--- config.mk ---
export PLATFORM = sky130hd
export DESIGN_NAME = sql_placeholder_counter
export DESIGN_NICKNAME = d
export VERILOG_FILES = /design/src/rtl/spc_pkg.sv /design/src/rtl/spc_scanner.sv /design/src/rtl/sql_placeholder_counter.sv
export SDC_FILE = /design/constraint.sdc
export NUM_CORES = 1
export LEC_CHECK = 0
export ABC_AREA = 1
export BUFFER_PORTS_ARGS = -buffer_cell sky130_fd_sc_hd__buf_4
export CAP_MARGIN = 20
export CORE_ASPECT_RATIO = 0.6
export CORE_MARGIN = 4
export CORE_UTILIZATION = 30
export CTS_CLUSTER_DIAMETER = 200
export DETAILED_ROUTE_END_ITERATION = 10
export GPL_ROUTABILITY_DRIVEN = 0
export SLEW_MARGIN = 10
export SYNTH_ARGS = -nofsm -noshare
export SYNTH_HDL_FRONTEND = slang
export SYNTH_SLANG_ARGS = --single-unit
--- constraint.sdc ---
create_clock -name i_clk -period 2.3 [get_ports i_clk]
set_input_delay 0.115 -clock i_clk [delete_from_list [all_inputs] [get_ports i_clk]]
set_output_delay 0.115 -clock i_clk [all_outputs]
set_load 0.02 [all_outputs]
--- src/rtl/spc_pkg.sv ---
// Shared types, character codes and the normal-text transition for the bind marker scanner.
package spc_pkg;

    localparam int COUNT_BITS_DEF = 16;
    localparam int MARKER_BITS    = 16;
    localparam int CFG_IDX_BITS   = 1;
    localparam int CFG_DATA_BITS  = 1;

    localparam logic [CFG_IDX_BITS-1:0] CFG_ANSI_QUOTES   = 1'd0;
    localparam logic [CFG_IDX_BITS-1:0] CFG_NO_BACKSLASH  = 1'd1;

    localparam logic [7:0] CH_NUL    = 8'h00;
    localparam logic [7:0] CH_QMARK  = 8'h3F;
    localparam logic [7:0] CH_NL     = 8'h0A;
    localparam logic [7:0] CH_SQUOTE = 8'h27;
    localparam logic [7:0] CH_DQUOTE = 8'h22;
    localparam logic [7:0] CH_BSLASH = 8'h5C;
    localparam logic [7:0] CH_DASH   = 8'h2D;
    localparam logic [7:0] CH_SLASH  = 8'h2F;
    localparam logic [7:0] CH_STAR   = 8'h2A;

    typedef enum logic [3:0] {
        M_NORMAL   = 4'd0,
        M_DASH     = 4'd1,
        M_SLASH    = 4'd2,
        M_LINE     = 4'd3,
        M_BLOCK    = 4'd4,
        M_STAR     = 4'd5,
        M_SQ       = 4'd6,
        M_SQ_ESC   = 4'd7,
        M_SQ_QUOTE = 4'd8,
        M_DQ       = 4'd9,
        M_DQ_ESC   = 4'd10,
        M_DQ_QUOTE = 4'd11
    } t_scan_mode;

    typedef struct packed {
        logic       step;
        logic [7:0] stmt_byte;
        logic       last;
        logic       ansi_quotes;
        logic       no_bs_esc;
    } t_scan_req;

    function automatic t_scan_mode normal_next(input logic [7:0] b, input logic ansi);
        t_scan_mode m;
        m = M_NORMAL;
        if (b == CH_DASH) begin
            m = M_DASH;
        end else if (b == CH_SLASH) begin
            m = M_SLASH;
        end else if (b == CH_SQUOTE) begin
            m = M_SQ;
        end else if (b == CH_DQUOTE && !ansi) begin
            m = M_DQ;
        end
        return m;
    endfunction

endpackage

--- src/rtl/spc_scanner.sv ---
// Scan mode state machine and saturating marker counter.
module spc_scanner #(
    parameter int COUNT_BITS = spc_pkg::COUNT_BITS_DEF
) (
    input  logic                  i_clk,
    input  logic                  i_rst_n,
    input  spc_pkg::t_scan_req    i_req,
    output logic                  o_end,
    output logic [COUNT_BITS-1:0] o_count
);

    spc_pkg::t_scan_mode   r_mode;
    spc_pkg::t_scan_mode   n_mode;
    logic [COUNT_BITS-1:0] r_count;
    logic [COUNT_BITS-1:0] n_count;
    logic                  mark;
    logic                  esc;
    logic [7:0]            b;

    assign b   = i_req.stmt_byte;
    assign esc = !i_req.no_bs_esc;

    always_comb begin
        n_mode = r_mode;
        mark   = 1'b0;
        case (r_mode)
            spc_pkg::M_DASH: begin
                if (b == spc_pkg::CH_DASH) begin
                    n_mode = spc_pkg::M_LINE;
                end else begin
                    n_mode = spc_pkg::normal_next(b, i_req.ansi_quotes);
                    mark   = (b == spc_pkg::CH_QMARK);
                end
            end
            spc_pkg::M_SLASH: begin
                if (b == spc_pkg::CH_STAR) begin
                    n_mode = spc_pkg::M_BLOCK;
                end else if (b == spc_pkg::CH_SLASH) begin
                    n_mode = spc_pkg::M_LINE;
                end else begin
                    n_mode = spc_pkg::normal_next(b, i_req.ansi_quotes);
                    mark   = (b == spc_pkg::CH_QMARK);
                end
            end
            spc_pkg::M_LINE: begin
                if (b == spc_pkg::CH_NL) begin
                    n_mode = spc_pkg::M_NORMAL;
                end
            end
            spc_pkg::M_BLOCK: begin
                if (b == spc_pkg::CH_STAR) begin
                    n_mode = spc_pkg::M_STAR;
                end
            end
            spc_pkg::M_STAR: begin
                if (b == spc_pkg::CH_SLASH) begin
                    n_mode = spc_pkg::M_NORMAL;
                end else if (b != spc_pkg::CH_STAR) begin
                    n_mode = spc_pkg::M_BLOCK;
                end
            end
            spc_pkg::M_SQ: begin
                if (b == spc_pkg::CH_SQUOTE) begin
                    n_mode = spc_pkg::M_SQ_QUOTE;
                end else if (b == spc_pkg::CH_BSLASH && esc) begin
                    n_mode = spc_pkg::M_SQ_ESC;
                end
            end
            spc_pkg::M_SQ_ESC: begin
                n_mode = spc_pkg::M_SQ;
            end
            spc_pkg::M_SQ_QUOTE: begin
                if (b == spc_pkg::CH_SQUOTE) begin
                    n_mode = spc_pkg::M_SQ;
                end else begin
                    n_mode = spc_pkg::normal_next(b, i_req.ansi_quotes);
                    mark   = (b == spc_pkg::CH_QMARK);
                end
            end
            spc_pkg::M_DQ: begin
                if (b == spc_pkg::CH_DQUOTE) begin
                    n_mode = spc_pkg::M_DQ_QUOTE;
                end else if (b == spc_pkg::CH_BSLASH && esc) begin
                    n_mode = spc_pkg::M_DQ_ESC;
                end
            end
            spc_pkg::M_DQ_ESC: begin
                n_mode = spc_pkg::M_DQ;
            end
            spc_pkg::M_DQ_QUOTE: begin
                if (b == spc_pkg::CH_DQUOTE) begin
                    n_mode = spc_pkg::M_DQ;
                end else begin
                    n_mode = spc_pkg::normal_next(b, i_req.ansi_quotes);
                    mark   = (b == spc_pkg::CH_QMARK);
                end
            end
            default: begin
                n_mode = spc_pkg::normal_next(b, i_req.ansi_quotes);
                mark   = (b == spc_pkg::CH_QMARK);
            end
        endcase
        // zero byte is not scanned
        if (b == spc_pkg::CH_NUL) begin
            mark = 1'b0;
        end
        n_count = (mark && (r_count != {COUNT_BITS{1'b1}})) ?
                  r_count + {{(COUNT_BITS-1){1'b0}}, 1'b1} : r_count;
    end

    assign o_end   = (b == spc_pkg::CH_NUL) || i_req.last;
    assign o_count = n_count;

    always_ff @(posedge i_clk) begin
        if (!i_rst_n) begin
            r_mode  <= spc_pkg::M_NORMAL;
            r_count <= '0;
        end else if (i_req.step) begin
            if (o_end) begin
                r_mode  <= spc_pkg::M_NORMAL;
                r_count <= '0;
            end else begin
                r_mode  <= n_mode;
                r_count <= n_count;
            end
        end
    end

    a_restart: assert property (@(posedge i_clk) disable iff (!i_rst_n)
        i_req.step && o_end |=> r_mode == spc_pkg::M_NORMAL && r_count == '0)
        else $error("scanner did not restart after statement end");

    a_count_monotonic: assert property (@(posedge i_clk) disable iff (!i_rst_n)
        i_req.step && !o_end |=> r_count >= $past(r_count))
        else $error("marker count decreased within a statement");

    a_idle_hold: assert property (@(posedge i_clk) disable iff (!i_rst_n)
        !i_req.step |=> $stable(r_count) && $stable(r_mode))
        else $error("scanner state moved without a beat");

endmodule

--- src/rtl/sql_placeholder_counter.sv ---
// Top level: input beat register, scanner and saturating result register.
// Accepts one statement byte per cycle while the input is not stalled; the byte that
// ends the statement passes the input register, then the result register, and the
// scanner state updates in one pass between them. Input stall rises only when
// a statement-ending byte sits in the input register while the result register
// is full and stalled. Configuration bits apply to bytes scanned after the write.
module sql_placeholder_counter #(
    parameter int COUNT_BITS = spc_pkg::COUNT_BITS_DEF
) (
    input  logic                                i_clk,
    input  logic                                i_rst_n,
    input  logic                                i_in_valid,
    output logic                                o_in_stall,
    input  logic [7:0]                          i_stmt_byte,
    input  logic                                i_last,
    output logic                                o_out_valid,
    input  logic                                i_out_stall,
    output logic [spc_pkg::MARKER_BITS-1:0]     o_marker_count,
    input  logic                                i_cfg_we,
    input  logic [spc_pkg::CFG_IDX_BITS-1:0]    i_cfg_idx,
    input  logic [spc_pkg::CFG_DATA_BITS-1:0]   i_cfg_data
);

    logic                              r_ansi_quotes;
    logic                              r_no_backslash;
    logic                              r_in_valid;
    logic [7:0]                        r_in_byte;
    logic                              r_in_last;
    logic                              r_out_valid;
    logic [spc_pkg::MARKER_BITS-1:0]   r_out_count;
    logic [spc_pkg::MARKER_BITS-1:0]   sat_count;
    logic [COUNT_BITS-1:0]             scan_count;
    logic                              scan_end;
    logic                              out_free;
    logic                              proc;
    logic                              in_take;
    spc_pkg::t_scan_req                req;

    always_ff @(posedge i_clk) begin
        if (!i_rst_n) begin
            r_ansi_quotes  <= 1'b0;
            r_no_backslash <= 1'b0;
        end else if (i_cfg_we) begin
            case (i_cfg_idx)
                spc_pkg::CFG_ANSI_QUOTES:  r_ansi_quotes  <= i_cfg_data[0];
                spc_pkg::CFG_NO_BACKSLASH: r_no_backslash <= i_cfg_data[0];
                default: ;
            endcase
        end
    end

    assign out_free   = !r_out_valid || !i_out_stall;
    assign proc       = r_in_valid && (!scan_end || out_free);
    assign o_in_stall = r_in_valid && !proc;
    assign in_take    = i_in_valid && !o_in_stall;

    always_comb begin
        req.step        = proc;
        req.stmt_byte   = r_in_byte;
        req.last        = r_in_last;
        req.ansi_quotes = r_ansi_quotes;
        req.no_bs_esc   = r_no_backslash;
    end

    spc_scanner #(
        .COUNT_BITS (COUNT_BITS)
    ) u_scanner (
        .i_clk   (i_clk),
        .i_rst_n (i_rst_n),
        .i_req   (req),
        .o_end   (scan_end),
        .o_count (scan_count)
    );

    generate
        if (COUNT_BITS > spc_pkg::MARKER_BITS) begin : g_sat_wide
            assign sat_count = (|scan_count[COUNT_BITS-1:spc_pkg::MARKER_BITS]) ?
                               {spc_pkg::MARKER_BITS{1'b1}} :
                               scan_count[spc_pkg::MARKER_BITS-1:0];
        end else begin : g_sat_narrow
            assign sat_count = spc_pkg::MARKER_BITS'(scan_count);
        end
    endgenerate

    // input beat register
    always_ff @(posedge i_clk) begin
        if (!i_rst_n) begin
            r_in_valid <= 1'b0;
        end else if (in_take) begin
            r_in_valid <= 1'b1;
        end else if (proc) begin
            r_in_valid <= 1'b0;
        end
    end

    always_ff @(posedge i_clk) begin
        if (in_take) begin
            r_in_byte <= i_stmt_byte;
            r_in_last <= i_last;
        end
    end

    // result register
    always_ff @(posedge i_clk) begin
        if (!i_rst_n) begin
            r_out_valid <= 1'b0;
        end else if (proc && scan_end) begin
            r_out_valid <= 1'b1;
        end else if (!i_out_stall) begin
            r_out_valid <= 1'b0;
        end
    end

    always_ff @(posedge i_clk) begin
        if (proc && scan_end) begin
            r_out_count <= sat_count;
        end
    end

    assign o_out_valid    = r_out_valid;
    assign o_marker_count = r_out_count;

    a_stall_cause: assert property (@(posedge i_clk) disable iff (!i_rst_n)
        o_in_stall |-> r_out_valid && i_out_stall && scan_end)
        else $error("input stalled without a blocked result");

    a_result_loaded: assert property (@(posedge i_clk) disable iff (!i_rst_n)
        proc && scan_end |=> r_out_valid)
        else $error("statement end did not produce a result");

    a_no_drop: assert property (@(posedge i_clk) disable iff (!i_rst_n)
        r_in_valid && !proc |=> r_in_valid && r_in_byte == $past(r_in_byte))
        else $error("blocked byte lost from input register");

endmodule

==> PnR_summary.wiki, run 1 <==
{| class="wikitable"
! Metric !! Value
|-
| Starting utilization of the core area || 30.7%
|-
| Max-slew violation count || 0
|-
| Hold Path Cell Cnt || 3
|-
| Io pins || 34
|-
| Synth warnings || 0
|-
| Die Y || 85.9 um
|-
| Max cap viols || 0
|-
| CP Data Arrival Time || 2.14 ns
|-
| GR Util All Layers || 13.5%
|-
| Cell variety after synth || 32
|-
| Critical path type || flip-flop to flip-flop
|-
| DRC viols || 0
|-
| Commonest non-fill, non-tap cell in the layout || sky130_fd_sc_hd__nand2_1
|-
| Iteration-0 DRC count of the detailed router || 250
|-
| Number of core rows || 28
|-
| Post-CTS Repair Setup Buffers || 0
|-
| Source of the worst hold timing path || i_rst_n
|-
| H-tree lvl count || 2
|-
| Launch point of the worst reg-to-reg path || u_scanner.r_count[0]
|-
| Worst supply voltage drop on vdd || 0.390 mV
|-
| Placed Area || 0.00344 mm^2
|-
| Number of enable flip-flop cells after synthesis || 25
|-
| Max Clk Rate || 0.480 GHz
|-
| Flop and latch count out of synthesis || 49
|-
| Via count of the first global-routing pass || 2516
|-
| Final design area excluding fillers || 0.00369 mm^2
|-
| Syn_nets || 442
|-
| Die area || 0.0119 mm^2
|-
| Maximum number of pins on one net before global-route repair || 24
|-
| Global-route congestion overflow total || 0
|-
| Clock period minus worst slack || 2.09 ns
|-
| Post-layout nets || 489
|-
| Power per cell area || 499 mW/mm^2
|-
| CTS tree || done
|-
| Required time at the worst-slack endpoint || 2.35 ns
|-
| Type of the most critical hold path || input port to flip-flop
|-
| R2r endpoint || o_marker_count[0]
|-
| Global-route wire length before repair || 12600 um
|-
| Core area || 0.00988 mm^2
|-
| Top FF cell, synth || sky130_fd_sc_hd__edfxtp_1
|-
| Maximum count of clock buffers along a single path || 2
|-
| Total via count in the routed design || 2860
|-
| Fraction of registers with async set/reset || 0%
|-
| Tightest Pin Transition || 0.703 ns
|-
| Per-instance average area after synthesis || 7.20 um^2
|-
| Post-Route Skew || 0.00812 ns
|-
| RSZ-0062 raised after global routing || no
|-
| Antenna violations before repair || 0
|-
| Relative area change from synthesis to final layout || 21.4%
|-
| Wire length after detailed routing || 7650 um
|-
| Final Hold Violating Endpoints || 0
|-
| Clock root buffer master || sky130_fd_sc_hd__clkbuf_16
|-
| Fraction of the cycle the final worst path needs || 90.7%
|-
| Netlist area before placement || 0.00304 mm^2
|-
| Leakage component of the power || 1.53 nW
|-
| Drt first pass iters || 7
|-
| Count of antenna-violating nets left after detailed routing || 0
|-
| Clk slew on worst S/H paths || 0.07 ns
|-
| Slew HR || 53.1%
|-
| Number of buffers added on ports || 33
|-
| Worst-Skew Late Latency || 0.30 ns
|-
| Total inserted antenna cells || 0
|-
| Max Fanout on Critical Path || 7
|-
| Worst hold endpoint || r_ansi_quotes
|-
| Run status || complete, no violations
|-
| Detailed-placement wirelength estimate || 5800 um
|-
| Post-synthesis instance total || 422
|-
| Endpoint kind of the worst setup timing path || flip-flop
|-
| FF-to-FF path depth || 9
|-
| Die Width || 138 um
|-
| Share of final-layout standard cells stronger than drive strength 1 || 18.1%
|-
| Kind of launch point of the worst setup path || flip-flop
|-
| Routed via count divided by cell count || 4.73
|-
| Most used cells in the layout excluding fill and tap cells || sky130_fd_sc_hd__nand2_1 (130), sky130_fd_sc_hd__inv_1 (49), sky130_fd_sc_hd__buf_4 (41)
|-
| Number of buffers inserted during clock tree synthesis || 5
|-
| Number of sinks handled by clock tree synthesis || 49
|-
| Setup slack of the worst register-to-register path || 0.21 ns
|-
| Sum Neg Setup Slack || 0 ns
|-
| Seq/Total Area, Yosys || 40.5%
|-
| Per-cell routed wire length || 12.6 um
|-
| Setup violation total in the final timing report || 0
|}
worst max-delay path by stage:
stage                               startpoint           endpoint  slack, ns  cells after the start
after floorplan                   r_in_byte[6]       r_in_byte[0]       0.23                      8
after global placement    u_scanner.r_count[0]  o_marker_count[1]       0.24                      9
after detailed placement  u_scanner.r_count[0]  o_marker_count[1]       0.21                      9
after CTS                 u_scanner.r_count[0]  o_marker_count[1]       0.19                      9
after global routing      u_scanner.r_count[0]  o_marker_count[0]       0.03                      9
final                     u_scanner.r_count[0]  o_marker_count[0]       0.21                      9
metal layers:
| metal | global-route usage, % | wire (um) |
|---|---|---|
| met1 | 22.1 | 4060 |
| met4 | 4.04 | 117 |
| met2 | 16.5 | 2720 |
| met3 | 3.58 | 757 |
| met5 | 0 | 0 |
worst max-delay path, stage by stage (launching register included):
cell                      delay [ns]
sky130_fd_sc_hd__dfxtp_1        0.46
sky130_fd_sc_hd__ha_1           0.26
sky130_fd_sc_hd__inv_1          0.07
sky130_fd_sc_hd__nor2_2         0.19
sky130_fd_sc_hd__nand2_1        0.12
sky130_fd_sc_hd__nor2_1         0.18
sky130_fd_sc_hd__nand4_1        0.20
sky130_fd_sc_hd__nand3_1        0.16
sky130_fd_sc_hd__nand2_1        0.07
sky130_fd_sc_hd__and2_1         0.14
power by group:
group          internal, mW  switching (mW)
combinational        0.0517          0.0735
sequential            0.935         0.00978
clock                 0.417           0.354
state kept, by name, summed over array words and instances, names as in the netlist:
signal,flops
r_in_last,1
u_scanner.r_count,16
o_marker_count,16
r_in_byte,8
r_ansi_quotes,1
o_out_valid,1
r_in_valid,1
u_scanner.r_mode,4
r_no_backslash,1
through the flow:
step | utilization, % | instances | power, mW | hold WS [ns] | setup WS, ns
5_1_grt | 37.3 | 605 | 1.91 | 0.0819 | 0.0258
2_1_floorplan | - | 422 | 1.02 | 0.214 | 0.229
3_5_place_dp | 34.8 | 588 | 1.08 | 0.294 | 0.209
6_report | 37.3 | 605 | 1.84 | 0.0799 | 0.215
4_1_cts | 37.3 | 605 | 1.87 | 0.0729 | 0.194
3_3_place_gp | 34.8 | 588 | 1.08 | 0.293 | 0.242
timing repair:
item                                    in CTS  in global routing
hold buffers                                 9                  0
endpoints found under the setup margin       0                  2
gates resized for setup                      0                  1
hold endpoints to repair                     9                  0
cells by family (layout without fill, tap and decap cells):
kind of cell             after synthesis  count (layout)  synth area share [%]
XOR/XNOR                              10              10                  2.88
adder cells (fa/ha/maj)                4               4                  1.65
AO/OA/AOI/OAI                         40              40                  7.25
buffers and inverters                 61             109                  8.69
flip-flops                            49              49                  40.5
AND/OR/NAND/NOR                      258             258                  39.0
synth_stat cells, types with 4 or more instances:
library cell                 n  area, um^2
sky130_fd_sc_hd__inv_1      49         184
sky130_fd_sc_hd__nor2_2      4        25.0
sky130_fd_sc_hd__xnor2_1     5        43.8
sky130_fd_sc_hd__o21ai_0     8        40.0
sky130_fd_sc_hd__nor2_1     38         143
sky130_fd_sc_hd__nand3_1    32         160
sky130_fd_sc_hd__a21oi_2     4        35.0
sky130_fd_sc_hd__ha_1        4        50.1
sky130_fd_sc_hd__nand2_2    19         119
sky130_fd_sc_hd__a21oi_1    23         115
sky130_fd_sc_hd__dfxtp_1    24         480
sky130_fd_sc_hd__edfxtp_1   25         751
sky130_fd_sc_hd__nand4_1    20         125
sky130_fd_sc_hd__nor3_1      5        25.0
sky130_fd_sc_hd__nand2_1   130         488
sky130_fd_sc_hd__xor2_1      5        43.8
final cells by class:
| cell class | count | area, um^2 |
|---|---|---|
| Sequential cell | 49 | 1230 |
| Clock buffer | 5 | 125 |
| Fill cell | 1047 | 6190 |
| Inverter | 51 | 191 |
| Multi-Input combinational cell | 312 | 1550 |
| Tap cell | 135 | 169 |
| Clock inverter | 3 | 28.8 |
| Timing Repair Buffer | 50 | 398 |
No activity file was read; power rests on OpenSTA's default activity.
==> run 2, diff against run 1 <==
--- a/config.mk
+++ b/config.mk
@@ -5,9 +5,8 @@
 export SDC_FILE = /design/constraint.sdc
 export NUM_CORES = 1
 export LEC_CHECK = 0
-export ABC_AREA = 1
 export BUFFER_PORTS_ARGS = -buffer_cell sky130_fd_sc_hd__buf_4
-export CAP_MARGIN = 20
+export CAP_MARGIN = 40
 export CORE_ASPECT_RATIO = 0.6
 export CORE_MARGIN = 4
 export CORE_UTILIZATION = 30
==> constraint.sdc (replaced) <==
create_clock -name i_clk -period 2.3 [get_ports i_clk]
set_input_delay 0.115 -clock i_clk [delete_from_list [all_inputs] [get_ports i_clk]]
set_output_delay 0.115 -clock i_clk [all_outputs]
set_load 0.01 [all_outputs]
==> run 2 against run 1 <==
Effect of this change:
- the run now ends with setup timing left
- synthesized area grew 1.6%
- design area up 23%
- clock skew down 0.0029 ns
- count of clock-buffer cells in the layout rose by 1
- combinational power rose by 46%
- highest routed layer unchanged
==> PnR_summary.wiki, run 2 <==
{| class="wikitable"
! Metric !! Value
|-
| Run status || complete, but fails checks
|-
| Violated checks || setup timing
|-
| R2r endpoint || o_marker_count[1]
|-
| Share of final-layout standard cells stronger than drive strength 1 || 40.4%
|-
| DRC viols || 0
|-
| Kind of launch point of the worst setup path || flip-flop
|-
| Global-route wire length before repair || 15000 um
|-
| Worst-case hold slack || 0.0558 ns
|-
| Commonest non-fill, non-tap cell in the layout || sky130_fd_sc_hd__buf_4
|-
| Detailed-placement wirelength estimate || 6570 um
|-
| Power per cell area || 443 mW/mm^2
|-
| Clock period minus worst slack || 2.43 ns
|-
| Post-synth top cells || sky130_fd_sc_hd__nand2_1 (35), sky130_fd_sc_hd__edfxtp_1 (25), sky130_fd_sc_hd__dfxtp_1 (24), sky130_fd_sc_hd__nor2_1 (22), sky130_fd_sc_hd__nand3_1 (17)
|-
| Portion of synthesized cell area occupied by the leading cell type || 24.3%
|-
| Relative area change from synthesis to final layout || 46.8%
|-
| Critical path endpoint || o_marker_count[1]
|-
| Fillcell total || 969
|-
| Number of buffers inserted during clock tree synthesis || 5
|-
| Netlist area before placement || 0.00309 mm^2
|-
| Fraction of registers with async set/reset || 0%
|-
| Total inserted antenna cells || 0
|-
| Core area || 0.00995 mm^2
|-
| Seq/Total Area, Yosys || 39.9%
|-
| Number of enable flip-flop cells after synthesis || 25
|-
| Antenna violations before repair || 0
|-
| Wire length after detailed routing || 9140 um
|-
| Slowest cell on the critical path || sky130_fd_sc_hd__or4_4
|-
| Cell type group with the largest total delay on the critical path || simple AND/OR/NAND/NOR gates
|-
| Number of sinks handled by clock tree synthesis || 49
|-
| Number of buffers added on ports || 33
|-
| Slew HR || 51.0%
|-
| Flop and latch count out of synthesis || 49
|-
| Type of the most critical hold path || input port to flip-flop
|-
| Per-cell routed wire length || 15.9 um
|-
| Setup violation total in the final timing report || 25
|-
| RSZ-0062 raised after global routing || yes
|-
| FF-to-FF path depth || 8
|-
| Starting utilization of the core area || 31.0%
|-
| Most frequently used cell type in the post-synthesis netlist || sky130_fd_sc_hd__nand2_1
|-
| Number of core rows || 28
|-
| Cell variety after synth || 68
|-
| Iteration-0 DRC count of the detailed router || 325
|-
| Critical path type || flip-flop to flip-flop
|-
| Tightest Pin Transition || 0.734 ns
|-
| Clk slew on worst S/H paths || 0.06 ns
|-
| Per-instance average area after synthesis || 9.27 um^2
|-
| Buffering stage count on the worst path with inverters included || 2
|-
| CP Data Arrival Time || 2.48 ns
|-
| Count of antenna-violating nets left after detailed routing || 0
|-
| Leading post-synthesis cells by cell area || sky130_fd_sc_hd__edfxtp_1 (24%), sky130_fd_sc_hd__dfxtp_1 (16%), sky130_fd_sc_hd__nand2_1 (4.3%)
|-
| Post-synthesis instance total || 333
|-
| Maximum single-stage delay on the critical path || 0.57 ns
|-
| Chain of cells forming the critical path || nor4b_4 -> buf_4 -> a211oi_1 -> or4_4 -> o21ai_4 -> buf_12 -> nor2_4 -> mux2_4
|-
| Drt first pass iters || 5
|-
| Top FF cell, synth || sky130_fd_sc_hd__edfxtp_1
|-
| Final Hold Violating Endpoints || 0
|-
| Clock root buffer master || sky130_fd_sc_hd__clkbuf_16
|-
| Routed via count divided by cell count || 5.23
|-
| Maximum count of clock buffers along a single path || 2
|-
| Die Y || 86.6 um
|-
| Max-slew violation count || 0
|-
| GR Util All Layers || 15.6%
|-
| Max cap viols || 0
|-
| Launch point of the worst reg-to-reg path || r_in_byte[7]
|-
| Required time at the worst-slack endpoint || 2.35 ns
|-
| Max Fanout on Critical Path || 7
|-
| Total via count in the routed design || 3011
|-
| Synth warnings || 0
|-
| Post-Route Skew || 0.00523 ns
|-
| Die Width || 139 um
|-
| Syn_nets || 353
|-
| Global-route congestion overflow total || 0
|-
| Worst-Skew Late Latency || 0.30 ns
|-
| Die area || 0.0120 mm^2
|-
| H-tree lvl count || 2
|-
| Via count of the first global-routing pass || 2822
|-
| Fraction of the cycle the final worst path needs || 106%
|-
| Post-layout nets || 460
|-
| Setup slack of the worst register-to-register path || -0.13 ns
|-
| Max Clk Rate || 0.411 GHz
|-
| Maximum number of pins on one net before global-route repair || 17
|-
| Largest area contributor in the netlist || sky130_fd_sc_hd__edfxtp_1
|-
| Io pins || 34
|-
| Endpoint kind of the worst setup timing path || flip-flop
|-
| Overall power of the completed layout || 2.01 mW
|-
| Leakage component of the power || 1.81 nW
|-
| CTS tree || done
|-
| Worst Setup Slack, final || -0.133 ns
|-
| Worst supply voltage drop on vdd || 0.279 mV
|-
| Sum Neg Setup Slack || -2.06 ns
|-
| Crit path from || r_in_byte[7]
|-
| Total stage count of the critical path || 8
|-
| Most used cells in the layout excluding fill and tap cells || sky130_fd_sc_hd__buf_4 (102), sky130_fd_sc_hd__nand2_1 (33), sky130_fd_sc_hd__edfxtp_1 (25)
|}
[run 2: cell count changes after synthesis, moves of 12 or more]
cell                      before  now
sky130_fd_sc_hd__nand4_1      20    6
sky130_fd_sc_hd__nor2_1       38   22
sky130_fd_sc_hd__nand2_2      19    0
sky130_fd_sc_hd__nand2_1     130   35
sky130_fd_sc_hd__a31oi_1       0   12
sky130_fd_sc_hd__nand3_1      32   17
sky130_fd_sc_hd__inv_1        49    5
[run 2: worst reg2reg max path, delay by kind of cell, from the launching register on]
kind | cells | cell delay, ns
AND/OR/NAND/NOR | 3 | 0.96
flip-flops | 1 | 0.43
buffers and inverters | 2 | 0.32
multiplexers | 1 | 0.29
AO/OA/AOI/OAI | 2 | 0.20
[run 2: final cells by class]
cell class | count | area, um^2 | area share [%]
clock buffers | 6 | 139 | 3.07
clock inverters | 2 | 37.5 | 0.828
inverters | 5 | 18.8 | 0.414
multi-input cells | 254 | 1890 | 41.6
flip-flops and latches | 49 | 1230 | 27.2
well taps | 135 | 169 | 3.73
repair buffers | 125 | 1050 | 23.1
[run 2: repair_timing]
item,4_1_cts,5_1_grt
hold endpoints to repair,9,0
setup buffers,17,2
hold buffers,9,0
pin swaps,14,16
endpoints found under the setup margin,31,46
resized for setup,29,24
gates cloned,0,0
[run 2: worst min path at each step]
| stage | start | depth (start not counted) | endpoint | slack, ns |
|---|---|---|---|---|
| after floorplan | i_stmt_byte[0] | 0 | r_in_byte[0] | 0.21 |
| after global placement | i_stmt_byte[6] | 1 | r_in_byte[6] | 0.30 |
| after detailed placement | i_stmt_byte[1] | 1 | r_in_byte[1] | 0.29 |
| after CTS | i_in_valid | 2 | r_in_valid | 0.04 |
| after global routing | i_in_valid | 2 | r_in_valid | 0.07 |
| final | i_in_valid | 2 | r_in_valid | 0.06 |
[run 2: logic make-up after synthesis]
| family | Yosys count | share of synthesized area, % |
|---|---|---|
| DFF | 49 | 39.9 |
| xor gates and xnor gates | 14 | 3.97 |
| and+or+nand+nor | 148 | 27.5 |
| muxes | 3 | 1.30 |
| adders and majority gates | 4 | 1.62 |
| buffers and inverters | 30 | 5.72 |
| AOI/OAI and AO/OA | 85 | 20.0 |
[run 2: metal layers]
metal | wire length [um] | part of all wire [%] | GRT usage, %
met4 | 68 | 0.74 | 3.02
met5 | 0 | 0 | 0
met1 | 4930 | 54 | 25.3
met3 | 613 | 6.7 | 3.25
met2 | 3540 | 39 | 20.6
[run 2: power by group]
| group | switching (mW) | internal [mW] |
|---|---|---|
| Combinational | 0.0869 | 0.0947 |
| Sequential | 0.0139 | 0.936 |
| Clock | 0.333 | 0.543 |
[run 2: metrics by stage]
step	cells	utilization, %	worst slack (ns)	cell area (um^2)
after floorplan	333	-	-0.147	3100
after global placement	540	39.0	-0.138	3880
after detailed placement	540	39.0	-0.170	3880
after CTS	574	44.2	-0.103	4390
after global routing	576	45.5	-0.221	4530
final	576	45.5	-0.133	4530
